$ cat src/rtl/tsa_pkg.sv
// Shared types, constants and helpers for the thread slot allocator.
// No dependencies; used by every other file of the block.
`default_nettype none
package tsa_pkg;

    localparam int NUM_SLOTS = 8;
    localparam int NUM_CORES = 4;
    localparam int SLOT_W    = (NUM_SLOTS > 1) ? $clog2(NUM_SLOTS) : 1;
    localparam int CORE_W    = (NUM_CORES > 1) ? $clog2(NUM_CORES) : 1;

    // request commands
    localparam logic [1:0] CMD_NEW    = 2'd0;
    localparam logic [1:0] CMD_RESUME = 2'd1;
    localparam logic [1:0] CMD_SUSP   = 2'd2;
    localparam logic [1:0] CMD_FREE   = 2'd3;

    // result status
    localparam logic [1:0] RS_OK         = 2'd0;
    localparam logic [1:0] RS_BUSY       = 2'd1;
    localparam logic [1:0] RS_RESUME_ERR = 2'd2;
    localparam logic [1:0] RS_BAD        = 2'd3;

    // slot states
    localparam logic [1:0] SS_FREE   = 2'd0;
    localparam logic [1:0] SS_ACTIVE = 2'd1;
    localparam logic [1:0] SS_SUSP   = 2'd2;

    typedef logic [SLOT_W-1:0] t_slot;

    // controller -> datapath
    typedef struct packed {
        logic load;    // capture request fields
        logic scan;    // register table summaries and lookups
        logic commit;  // apply update, load result register
    } t_dp_ctl;

    // datapath -> controller
    typedef struct packed {
        logic out_free;  // result register can take a new result this cycle
    } t_dp_sts;

    // low three bits of a slot number
    function automatic logic [2:0] slot_to_out(input t_slot s);
        logic [7:0] w;
        w = 8'(s);
        return w[2:0];
    endfunction

endpackage
`default_nettype wire

$ cat src/rtl/tsa_ctrl.sv
// Request sequencer: idle, table scan, execute.
// Depends on tsa_pkg; drives tsa_datapath through t_dp_ctl.
`default_nettype none
module tsa_ctrl (
    input  wire logic             i_clk,
    input  wire logic             i_rst_n,
    input  wire logic             i_valid,
    output logic                  o_stall,
    input  wire tsa_pkg::t_dp_sts i_sts,
    output tsa_pkg::t_dp_ctl      o_ctl
);

    localparam logic [1:0] S_IDLE = 2'd0;
    localparam logic [1:0] S_SCAN = 2'd1;
    localparam logic [1:0] S_EXEC = 2'd2;

    logic [1:0] r_state;
    logic [1:0] n_state;

    always_comb begin
        n_state      = r_state;
        o_ctl.load   = 1'b0;
        o_ctl.scan   = 1'b0;
        o_ctl.commit = 1'b0;
        unique case (r_state)
            S_IDLE: begin
                if (i_valid) begin
                    o_ctl.load = 1'b1;
                    n_state    = S_SCAN;
                end
            end
            S_SCAN: begin
                o_ctl.scan = 1'b1;
                n_state    = S_EXEC;
            end
            S_EXEC: begin
                if (i_sts.out_free) begin
                    o_ctl.commit = 1'b1;
                    n_state      = S_IDLE;
                end
            end
            default: begin
                n_state = S_IDLE;
            end
        endcase
    end

    assign o_stall = (r_state != S_IDLE);

    always_ff @(posedge i_clk) begin
        if (!i_rst_n) begin
            r_state <= S_IDLE;
        end else begin
            r_state <= n_state;
        end
    end

`ifndef SYNTH
    // a taken request always passes through scan and then reaches execute
    a_load_to_exec: assert property (@(posedge i_clk) disable iff (!i_rst_n)
        o_ctl.load |=> ##1 (r_state == S_EXEC))
        else $error("request did not reach execute");
`endif

endmodule
`default_nettype wire

$ cat src/rtl/tsa_datapath.sv
// Slot table, per-core current slot, decision logic and result register.
// Depends on tsa_pkg; sequenced by tsa_ctrl.
`default_nettype none
module tsa_datapath (
    input  wire logic             i_clk,
    input  wire logic             i_rst_n,
    input  wire tsa_pkg::t_dp_ctl i_ctl,
    output tsa_pkg::t_dp_sts      o_sts,
    input  wire logic [1:0]       i_cmd,
    input  wire logic [1:0]       i_core_id,
    input  wire logic [7:0]       i_slot_id,
    input  wire logic [31:0]      i_client_id,
    input  wire logic             i_exit_on_irq,
    input  wire logic             i_copy_args,
    output logic                  o_valid,
    input  wire logic             i_stall,
    output logic [1:0]            o_status,
    output logic [2:0]            o_slot_out,
    output logic                  o_copy_args_now
);

    localparam logic [1:0] UPD_NONE   = 2'd0;
    localparam logic [1:0] UPD_NEW    = 2'd1;
    localparam logic [1:0] UPD_RESUME = 2'd2;
    localparam logic [1:0] UPD_RETIRE = 2'd3;  // suspend or free

    // slot table
    logic [1:0]                        r_slot_state [tsa_pkg::NUM_SLOTS];
    logic [tsa_pkg::NUM_SLOTS-1:0]     r_slot_pre;
    logic [tsa_pkg::NUM_SLOTS-1:0]     r_slot_copy;
    logic [31:0]                       r_slot_client [tsa_pkg::NUM_SLOTS];
    logic [tsa_pkg::NUM_CORES-1:0]     r_core_has;
    tsa_pkg::t_slot                    r_core_slot [tsa_pkg::NUM_CORES];

    // captured request
    logic [1:0]  r_cmd;
    logic [1:0]  r_core;
    logic [7:0]  r_sid;
    logic [31:0] r_client;
    logic        r_irq;
    logic        r_cpy;

    // scan results
    logic           r_any_act;
    logic           r_any_pre;
    logic           r_free_found;
    tsa_pkg::t_slot r_free_idx;
    logic           r_core_ok;
    logic           r_has;
    tsa_pkg::t_slot r_cur;
    logic           r_cur_act;
    logic           r_sid_ok;
    logic           r_sel_susp;
    logic           r_sel_pre;
    logic           r_sel_copy;
    logic           r_sel_match;

    // result register
    logic        r_out_valid;
    logic [1:0]  r_out_status;
    logic [2:0]  r_out_slot;
    logic        r_out_copy;

    // combinational
    logic [tsa_pkg::NUM_SLOTS-1:0] w_active;
    logic [tsa_pkg::NUM_SLOTS-1:0] w_susp_pre;
    logic                          w_free_found;
    tsa_pkg::t_slot                w_free_idx;
    logic [3:0]                    w_core_ext;
    logic [tsa_pkg::CORE_W-1:0]    w_core_idx;
    tsa_pkg::t_slot                w_sid_idx;
    tsa_pkg::t_slot                w_cur;
    logic [1:0]                    w_status;
    tsa_pkg::t_slot                w_slot;
    logic                          w_copy_now;
    logic [1:0]                    w_upd;

    assign w_core_ext = 4'(r_core);
    assign w_core_idx = w_core_ext[tsa_pkg::CORE_W-1:0];
    assign w_sid_idx  = r_sid[tsa_pkg::SLOT_W-1:0];
    assign w_cur      = r_core_slot[w_core_idx];

    always_comb begin
        w_free_found = 1'b0;
        w_free_idx   = '0;
        for (int i = 0; i < tsa_pkg::NUM_SLOTS; i++) begin
            w_active[i]   = (r_slot_state[i] == tsa_pkg::SS_ACTIVE);
            w_susp_pre[i] = (r_slot_state[i] == tsa_pkg::SS_SUSP) && r_slot_pre[i];
        end
        // lowest free slot
        for (int i = tsa_pkg::NUM_SLOTS - 1; i >= 0; i--) begin
            if (r_slot_state[i] == tsa_pkg::SS_FREE) begin
                w_free_found = 1'b1;
                w_free_idx   = tsa_pkg::SLOT_W'(i);
            end
        end
    end

    always_ff @(posedge i_clk) begin
        if (i_ctl.load) begin
            r_cmd    <= i_cmd;
            r_core   <= i_core_id;
            r_sid    <= i_slot_id;
            r_client <= i_client_id;
            r_irq    <= i_exit_on_irq;
            r_cpy    <= i_copy_args;
        end
        if (i_ctl.scan) begin
            r_any_act    <= |w_active;
            r_any_pre    <= |w_susp_pre;
            r_free_found <= w_free_found;
            r_free_idx   <= w_free_idx;
            r_core_ok    <= (w_core_ext < 4'(tsa_pkg::NUM_CORES));
            r_has        <= r_core_has[w_core_idx];
            r_cur        <= w_cur;
            r_cur_act    <= (r_slot_state[w_cur] == tsa_pkg::SS_ACTIVE);
            r_sid_ok     <= (r_sid < 8'(tsa_pkg::NUM_SLOTS));
            r_sel_susp   <= (r_slot_state[w_sid_idx] == tsa_pkg::SS_SUSP);
            r_sel_pre    <= r_slot_pre[w_sid_idx];
            r_sel_copy   <= r_slot_copy[w_sid_idx];
            r_sel_match  <= (r_slot_client[w_sid_idx] == r_client);
        end
    end

    // decision
    always_comb begin
        w_status   = tsa_pkg::RS_BAD;
        w_slot     = '0;
        w_copy_now = 1'b0;
        w_upd      = UPD_NONE;
        if (r_core_ok) begin
            unique case (r_cmd)
                tsa_pkg::CMD_NEW: begin
                    if (r_has) begin
                        w_status = tsa_pkg::RS_BAD;
                    end else if (!r_any_act && !r_any_pre && r_free_found) begin
                        w_status = tsa_pkg::RS_OK;
                        w_slot   = r_free_idx;
                        w_upd    = UPD_NEW;
                    end else begin
                        w_status = tsa_pkg::RS_BUSY;
                    end
                end
                tsa_pkg::CMD_RESUME: begin
                    if (r_has) begin
                        w_status = tsa_pkg::RS_BAD;
                    end else if (r_any_act) begin
                        w_status = tsa_pkg::RS_BUSY;
                    end else if (r_sid_ok && r_sel_susp && r_sel_match) begin
                        if (r_any_pre && !r_sel_pre) begin
                            w_status = tsa_pkg::RS_BUSY;
                        end else begin
                            w_status   = tsa_pkg::RS_OK;
                            w_slot     = w_sid_idx;
                            w_copy_now = r_sel_copy;
                            w_upd      = UPD_RESUME;
                        end
                    end else begin
                        w_status = tsa_pkg::RS_RESUME_ERR;
                    end
                end
                tsa_pkg::CMD_SUSP, tsa_pkg::CMD_FREE: begin
                    if (r_has && r_cur_act) begin
                        w_status = tsa_pkg::RS_OK;
                        w_slot   = r_cur;
                        w_upd    = UPD_RETIRE;
                    end
                end
                default: begin
                    w_status = tsa_pkg::RS_BAD;
                end
            endcase
        end
    end

    // table update
    always_ff @(posedge i_clk) begin
        if (!i_rst_n) begin
            for (int i = 0; i < tsa_pkg::NUM_SLOTS; i++) begin
                r_slot_state[i] <= tsa_pkg::SS_FREE;
            end
            for (int c = 0; c < tsa_pkg::NUM_CORES; c++) begin
                r_core_slot[c] <= '0;
            end
            r_slot_pre  <= '0;
            r_slot_copy <= '0;
            r_core_has  <= '0;
        end else if (i_ctl.commit) begin
            unique case (w_upd)
                UPD_NEW: begin
                    r_slot_state[w_slot]    <= tsa_pkg::SS_ACTIVE;
                    r_slot_pre[w_slot]      <= 1'b0;
                    r_slot_copy[w_slot]     <= 1'b0;
                    r_core_has[w_core_idx]  <= 1'b1;
                    r_core_slot[w_core_idx] <= w_slot;
                end
                UPD_RESUME: begin
                    r_slot_state[w_slot]    <= tsa_pkg::SS_ACTIVE;
                    r_slot_pre[w_slot]      <= 1'b0;
                    r_slot_copy[w_slot]     <= 1'b0;
                    r_core_has[w_core_idx]  <= 1'b1;
                    r_core_slot[w_core_idx] <= w_slot;
                end
                UPD_RETIRE: begin
                    r_core_has[w_core_idx] <= 1'b0;
                    if (r_cmd == tsa_pkg::CMD_SUSP) begin
                        r_slot_state[w_slot] <= tsa_pkg::SS_SUSP;
                        r_slot_pre[w_slot]   <= r_slot_pre[w_slot] | r_irq;
                        r_slot_copy[w_slot]  <= r_slot_copy[w_slot] | r_cpy;
                    end else begin
                        r_slot_state[w_slot] <= tsa_pkg::SS_FREE;
                        r_slot_pre[w_slot]   <= 1'b0;
                        r_slot_copy[w_slot]  <= 1'b0;
                    end
                end
                default: begin
                end
            endcase
        end
    end

    // client ids: no reset, only read for suspended slots
    always_ff @(posedge i_clk) begin
        if (i_ctl.commit && (w_upd == UPD_NEW)) begin
            r_slot_client[w_slot] <= r_client;
        end
    end

    // result register
    always_ff @(posedge i_clk) begin
        if (!i_rst_n) begin
            r_out_valid <= 1'b0;
        end else if (i_ctl.commit) begin
            r_out_valid <= 1'b1;
        end else if (!i_stall) begin
            r_out_valid <= 1'b0;
        end
    end

    always_ff @(posedge i_clk) begin
        if (i_ctl.commit) begin
            r_out_status <= w_status;
            r_out_slot   <= tsa_pkg::slot_to_out(w_slot);
            r_out_copy   <= w_copy_now;
        end
    end

    assign o_sts.out_free  = !r_out_valid || !i_stall;
    assign o_valid         = r_out_valid;
    assign o_status        = r_out_status;
    assign o_slot_out      = r_out_slot;
    assign o_copy_args_now = r_out_copy;

`ifndef SYNTH
    a_one_active: assert property (@(posedge i_clk) disable iff (!i_rst_n)
        $countones(w_active) <= 1)
        else $error("more than one active slot");

    a_owner_count: assert property (@(posedge i_clk) disable iff (!i_rst_n)
        $countones(r_core_has) == $countones(w_active))
        else $error("core ownership out of step with active slots");

    a_commit_free: assert property (@(posedge i_clk) disable iff (!i_rst_n)
        i_ctl.commit |-> o_sts.out_free)
        else $error("result overwritten before it was taken");

    a_copy_ok: assert property (@(posedge i_clk) disable iff (!i_rst_n)
        (r_out_valid && r_out_copy) |-> (r_out_status == tsa_pkg::RS_OK))
        else $error("copy flag on a failed request");
`endif

endmodule
`default_nettype wire

$ cat src/rtl/thread_slot_allocator.sv
// Thread slot allocator top level: sequencer plus slot table datapath.
// A request is captured in IDLE, its table scan is registered in SCAN, and its
// result is loaded into the result register in EXEC; a previous result still
// stalled holds EXEC back. No new request is taken before the last leaves EXEC.
// Reset (i_rst_n low, synchronous): all slots free with marks cleared, no core
// holds a slot, no result pending. Client ids are not reset.
// Depends on tsa_pkg, tsa_ctrl and tsa_datapath.
`default_nettype none
module thread_slot_allocator (
    input  wire logic        i_clk,
    input  wire logic        i_rst_n,
    // request channel
    input  wire logic        i_valid,
    output logic             o_stall,
    input  wire logic [1:0]  i_cmd,
    input  wire logic [1:0]  i_core_id,
    input  wire logic [7:0]  i_slot_id,
    input  wire logic [31:0] i_client_id,
    input  wire logic        i_exit_on_irq,
    input  wire logic        i_copy_args,
    // result channel
    output logic             o_valid,
    input  wire logic        i_stall,
    output logic [1:0]       o_status,
    output logic [2:0]       o_slot_out,
    output logic             o_copy_args_now
);

    // Sequencing: IDLE takes a request and captures its fields; SCAN registers
    // the table summaries (any active, any preempted, lowest free) and the
    // per-request lookups; EXEC decides, updates the table and loads the
    // result register once that register is free. The result register lets
    // the next request be taken while a result waits downstream.
    tsa_pkg::t_dp_ctl w_ctl;
    tsa_pkg::t_dp_sts w_sts;

    tsa_ctrl u_ctrl (
        .i_clk   (i_clk),
        .i_rst_n (i_rst_n),
        .i_valid (i_valid),
        .o_stall (o_stall),
        .i_sts   (w_sts),
        .o_ctl   (w_ctl)
    );

    tsa_datapath u_dp (
        .i_clk           (i_clk),
        .i_rst_n         (i_rst_n),
        .i_ctl           (w_ctl),
        .o_sts           (w_sts),
        .i_cmd           (i_cmd),
        .i_core_id       (i_core_id),
        .i_slot_id       (i_slot_id),
        .i_client_id     (i_client_id),
        .i_exit_on_irq   (i_exit_on_irq),
        .i_copy_args     (i_copy_args),
        .o_valid         (o_valid),
        .i_stall         (i_stall),
        .o_status        (o_status),
        .o_slot_out      (o_slot_out),
        .o_copy_args_now (o_copy_args_now)
    );

endmodule
`default_nettype wire
$ cat config.mk
export PLATFORM = sky130hd
export DESIGN_NAME = thread_slot_allocator
export DESIGN_NICKNAME = d
export VERILOG_FILES = /design/src/rtl/tsa_pkg.sv /design/src/rtl/tsa_ctrl.sv /design/src/rtl/tsa_datapath.sv /design/src/rtl/thread_slot_allocator.sv
export SDC_FILE = /design/constraint.sdc
export NUM_CORES = 1
export LEC_CHECK = 0
export BUFFER_PORTS_ARGS = -buffer_cell sky130_fd_sc_hd__buf_2
export CORE_ASPECT_RATIO = 1.25
export CORE_MARGIN = 2
export CORE_UTILIZATION = 55
export CTS_CLUSTER_DIAMETER = 100
export DETAILED_ROUTE_END_ITERATION = 8
export MAX_ROUTING_LAYER = met4
export PLACE_DENSITY = 0.87
export SYNTH_ARGS = -nofsm -noshare
export SYNTH_HDL_FRONTEND = slang
export SYNTH_SLANG_ARGS = --single-unit
$ cat constraint.sdc
create_clock -name i_clk -period 5.75 [get_ports i_clk]
set_input_delay 1.4375 -clock i_clk [delete_from_list [all_inputs] [get_ports i_clk]]
set_output_delay 1.4375 -clock i_clk [all_outputs]
set_load 0.03 [all_outputs]
==> impl_metrics.env <==
export IMPL_initial_antenna_violation_count=0
export IMPL_placement_setup_worst_slack_ps=2060
export IMPL_initial_utilization=0.556
export IMPL_metal3_wl_mm=1.99
export IMPL_final_layout_size_suffix_gt1_frac=0.214
export IMPL_port_buffer_count=57
export IMPL_number_of_nets_still_failing_antenna_checks_after_routing=0
export IMPL_std_cell_core_area_um2=28200
export IMPL_worst_slew_pin_slew_ps=1160
export IMPL_maximum_number_of_pins_on_one_net_before_global_route_repair=58
export IMPL_routed_via_count=8807
export IMPL_timing_hold_worst_class="flip-flop to flip-flop"
export IMPL_ir_worst_vdd_v=0.000244
export IMPL_finalWorstSetupSlack_ps=2090
export IMPL_multi_input_comb_area_um2=4280
export IMPL_cts_setup_buffers=0
export IMPL_asyncSetResetFlopFracSynth=0
export IMPL_mapped_avg_cell_area_um2=16.5
export IMPL_cts_tree="yes"
export IMPL_detailedRoute_firstIterationViolations=817
export IMPL_die_area_um2=29900
export IMPL_finalWirelength_mm=32.7
export IMPL_root_buffer="clkbuf_16"
export IMPL_floorplan_die_width_um=155
export IMPL_clock_sink_count=380
export IMPL_cts_hold_buffers_added=0
export IMPL_max_freq_mhz=273
export IMPL_worstPathArrival_ps=3780
export IMPL_min_period_ps=3660
export IMPL_ratio_of_final_minimum_period_to_clock_period=0.637
export IMPL_ys_warn_count=0
export IMPL_synth_edf_count=352
export IMPL_final_nets=1071
export IMPL_seq_area_frac_synth=0.709
export IMPL_postSynthCellCount=950
export IMPL_post_drt_wl_per_cell_um=23.3
export IMPL_cp_start_kind="flip-flop"
export IMPL_synth_ff_type="edfxtp_1"
export IMPL_pin_count=58
export IMPL_rsz0062_at_grt="no"
export IMPL_pwr_density_cell_nw_per_um2=333
export IMPL_dp_hpwl_mm=20.1
export IMPL_r2r_cells=7
export IMPL_post_cts_resized_instances=0
export IMPL_first_pass_iters=6
export IMPL_finalClockSkew_ps=30.3
export IMPL_syn_area_um2=15700
export IMPL_grt_usage=0.230
export IMPL_grt_remaining_overflow=0
export IMPL_critPathKind="flip-flop to flip-flop"
export IMPL_worst_setup_path_endpoint="u_dp.r_slot_client[6][14]$_DFFE_PP_"
export IMPL_total_power_consumption_mw=5.84
export IMPL_yosys_register_bits=380
export IMPL_regToRegSetupSlack_ps=2090
export IMPL_syn_num_nets=1000
export IMPL_finalWeightedCongestion=0.933
export IMPL_drt_vias_per_instance=6.29
export IMPL_dieHeight_um=193
export IMPL_reg2reg_end="u_dp.r_slot_client[6][14]$_DFFE_PP_"
export IMPL_fillers=1923
export IMPL_worst_ep_required_time_ps=5870
export IMPL_clock_insertion_delay_worst_skew_ps=530
export IMPL_grt_pass1_wl_mm=50.6
export IMPL_top_layer="met4"
export IMPL_p_leak_nw=6.03
export IMPL_grt_pass1_vias=9135
export IMPL_placementRows=69
export IMPL_clockBufferDepth=3
export IMPL_combined_flip_flop_and_latch_cell_area_um2=11100
export IMPL_detail_route_wirelength_met1_mm=11.9
export IMPL_status="finished, final reports clean"
export IMPL_regToRegStartpoint="u_dp.r_has$_DFFE_PN_"
export IMPL_worst_path_max_fanout=32
export IMPL_areaGrowthSynthToFinish_pct=11.7
export IMPL_hold_violations=0
export IMPL_maxSlewViolCount=0
export IMPL_cts_made_buffers=38
export IMPL_drt_drc_violations_left=0
export IMPL_max_cap_violations=0
export IMPL_crit_path_end_kind="flip-flop"
export IMPL_route_met2_wl_mm=17.7
export IMPL_critPathLaunch="u_dp.r_has$_DFFE_PN_"
export IMPL_setup_viol=0
export IMPL_antenna_cells=0
export IMPL_ys_types=70
export IMPL_cts_max_level=2
export IMPL_worst_setup_hold_path_clk_slew_ps=60
export IMPL_max_slew_margin_rel=0.225
[report_power, final]
part	switching, mW	internal, mW	total (mW)
Combinational	0.190	0.165	0.355
Clock	0.993	1.34	2.33
Sequential	0.0859	3.07	3.16
Total	1.27	4.57	5.84
[cell usage in the layout, fill, tap and decap left out, types with 3 or more instances in the layout]
cell type,netlist,layout
nand4_1,7,7
a31oi_1,4,4
clkbuf_16,0,39
a21oi_1,48,48
clkinv_1,1,4
o21ai_0,12,12
mux2_2,18,18
o21a_1,3,3
nor4_2,0,3
clkbuf_1,14,7
inv_1,24,24
mux4_2,43,43
nor3_1,10,8
mux2i_1,65,65
and3_1,34,34
nor2_1,45,40
o22a_1,16,16
clkinv_2,2,7
nand2b_1,36,36
or2_1,3,3
a22oi_1,32,32
buf_4,2,14
nor2b_1,10,9
nand2_1,31,31
clkinvlp_4,0,4
nand3_1,11,11
o22ai_1,9,9
nor2_4,0,4
dfxtp_1,28,26
o211ai_1,6,6
edfxtp_1,352,352
buf_2,15,57
a211oi_1,6,6
a311oi_1,3,3
[cells in the mapped netlist (2+ instances only)]
cell / count / area share
buf_6: 7 / 0.0050
and3_1: 34 / 0.014
a311oi_1: 3 / 0.0017
o211ai_1: 6 / 0.0029
a31oi_1: 4 / 0.0016
nand4_1: 7 / 0.0028
nor2b_1: 10 / 0.0040
nor3_1: 10 / 0.0032
a32oi_1: 2 / 0.0011
buf_4: 2 / 0.00096
mux4_2: 43 / 0.062
nor2_1: 45 / 0.011
nand2_1: 31 / 0.0074
dfxtp_1: 28 / 0.036
o22a_1: 16 / 0.0089
a32o_1: 2 / 0.0013
a21oi_1: 48 / 0.015
o21ai_0: 12 / 0.0038
nand3_1: 11 / 0.0035
clkbuf_1: 14 / 0.0033
and2_1: 2 / 0.00080
o22ai_1: 9 / 0.0036
nor4_1: 5 / 0.0020
a2111oi_0: 2 / 0.0011
o31ai_1: 2 / 0.00096
or2_2: 2 / 0.00080
edfxtp_1: 352 / 0.67
mux2i_1: 65 / 0.041
o21a_1: 3 / 0.0014
nand4_2: 2 / 0.0016
a22oi_1: 32 / 0.015
buf_2: 15 / 0.0048
mux2_2: 18 / 0.013
nand2b_1: 36 / 0.014
a211oi_1: 6 / 0.0029
inv_1: 24 / 0.0057
a221oi_4: 2 / 0.0033
buf_1: 2 / 0.00048
clkinv_2: 2 / 0.00064
nand4_4: 2 / 0.0027
or2_1: 3 / 0.0012
[layer usage]
layer  vias to the layer above  GRT usage
met1                      4397      0.264
met5                         -          -
li1                       3911          -
met2                       401      0.409
met4                         0     0.0912
met3                        98     0.0328
[layout make-up]
| type | count | area share |
|---|---|---|
| clock inverter | 18 | 0.00920 |
| sequential | 380 | 0.635 |
| multi-input combinational | 501 | 0.244 |
| tap | 355 | 0.0253 |
| timing repair buffer | 72 | 0.0234 |
| clock buffer | 46 | 0.0571 |
| inverter | 28 | 0.00613 |
[metrics by stage]
stage	util	std cells	cell area, µm²	TNS, ps	hold slack (ps)
3_5_place_dp	0.580	1336	16400	0	480
5_1_grt	0.621	1400	17500	0	521
3_3_place_gp	0.580	1336	16400	0	470
6_report	0.621	1400	17500	0	491
4_1_cts	0.621	1400	17500	0	487
2_1_floorplan	-	950	15700	-23310	445
[sequential cells by signal, indices dropped and copies added (netlist names), 2 cells and up, named ones only]
name / count
u_dp.o_slot_out: 3
u_dp.r_core: 2
u_dp.r_slot_state: 16
u_dp.r_slot_pre: 8
u_ctrl.r_state: 2
u_dp.r_client: 32
u_dp.r_free_idx: 3
u_dp.r_sid: 8
u_dp.o_status: 2
u_dp.r_cmd: 2
u_dp.r_cur: 3
u_dp.r_core_slot: 12
u_dp.r_slot_client: 256
u_dp.r_slot_copy: 8
[critical path, cell delays in order (launching register included)]
cell      delay (ps)
edfxtp_1         490
or4b_4           590
nor3_4           300
a221oi_2         120
buf_4            230
inv_2            270
nand3_1          260
nor2_4           960
[worst min-delay path by stage]
| stage | end | depth (start not counted) |
|---|---|---|
| after floorplan | u_dp.r_slot_copy[2]$_SDFFE_PN0P_ | 2 |
| after global placement | flip-flop | 2 |
| after detailed placement | flip-flop | 2 |
| after CTS | flip-flop | 2 |
| after global routing | u_dp.r_sid_ok$_DFFE_PN_ | 1 |
| final | flip-flop | 2 |
[logic make-up after synthesis]
group,Yosys count,share of synthesized area
buf+inv,69,0.0227
flops,380,0.709
simple gates,213,0.0782
mux,126,0.116
compound gates,162,0.0743
Note: power is estimated with default switching activity, not from simulation.
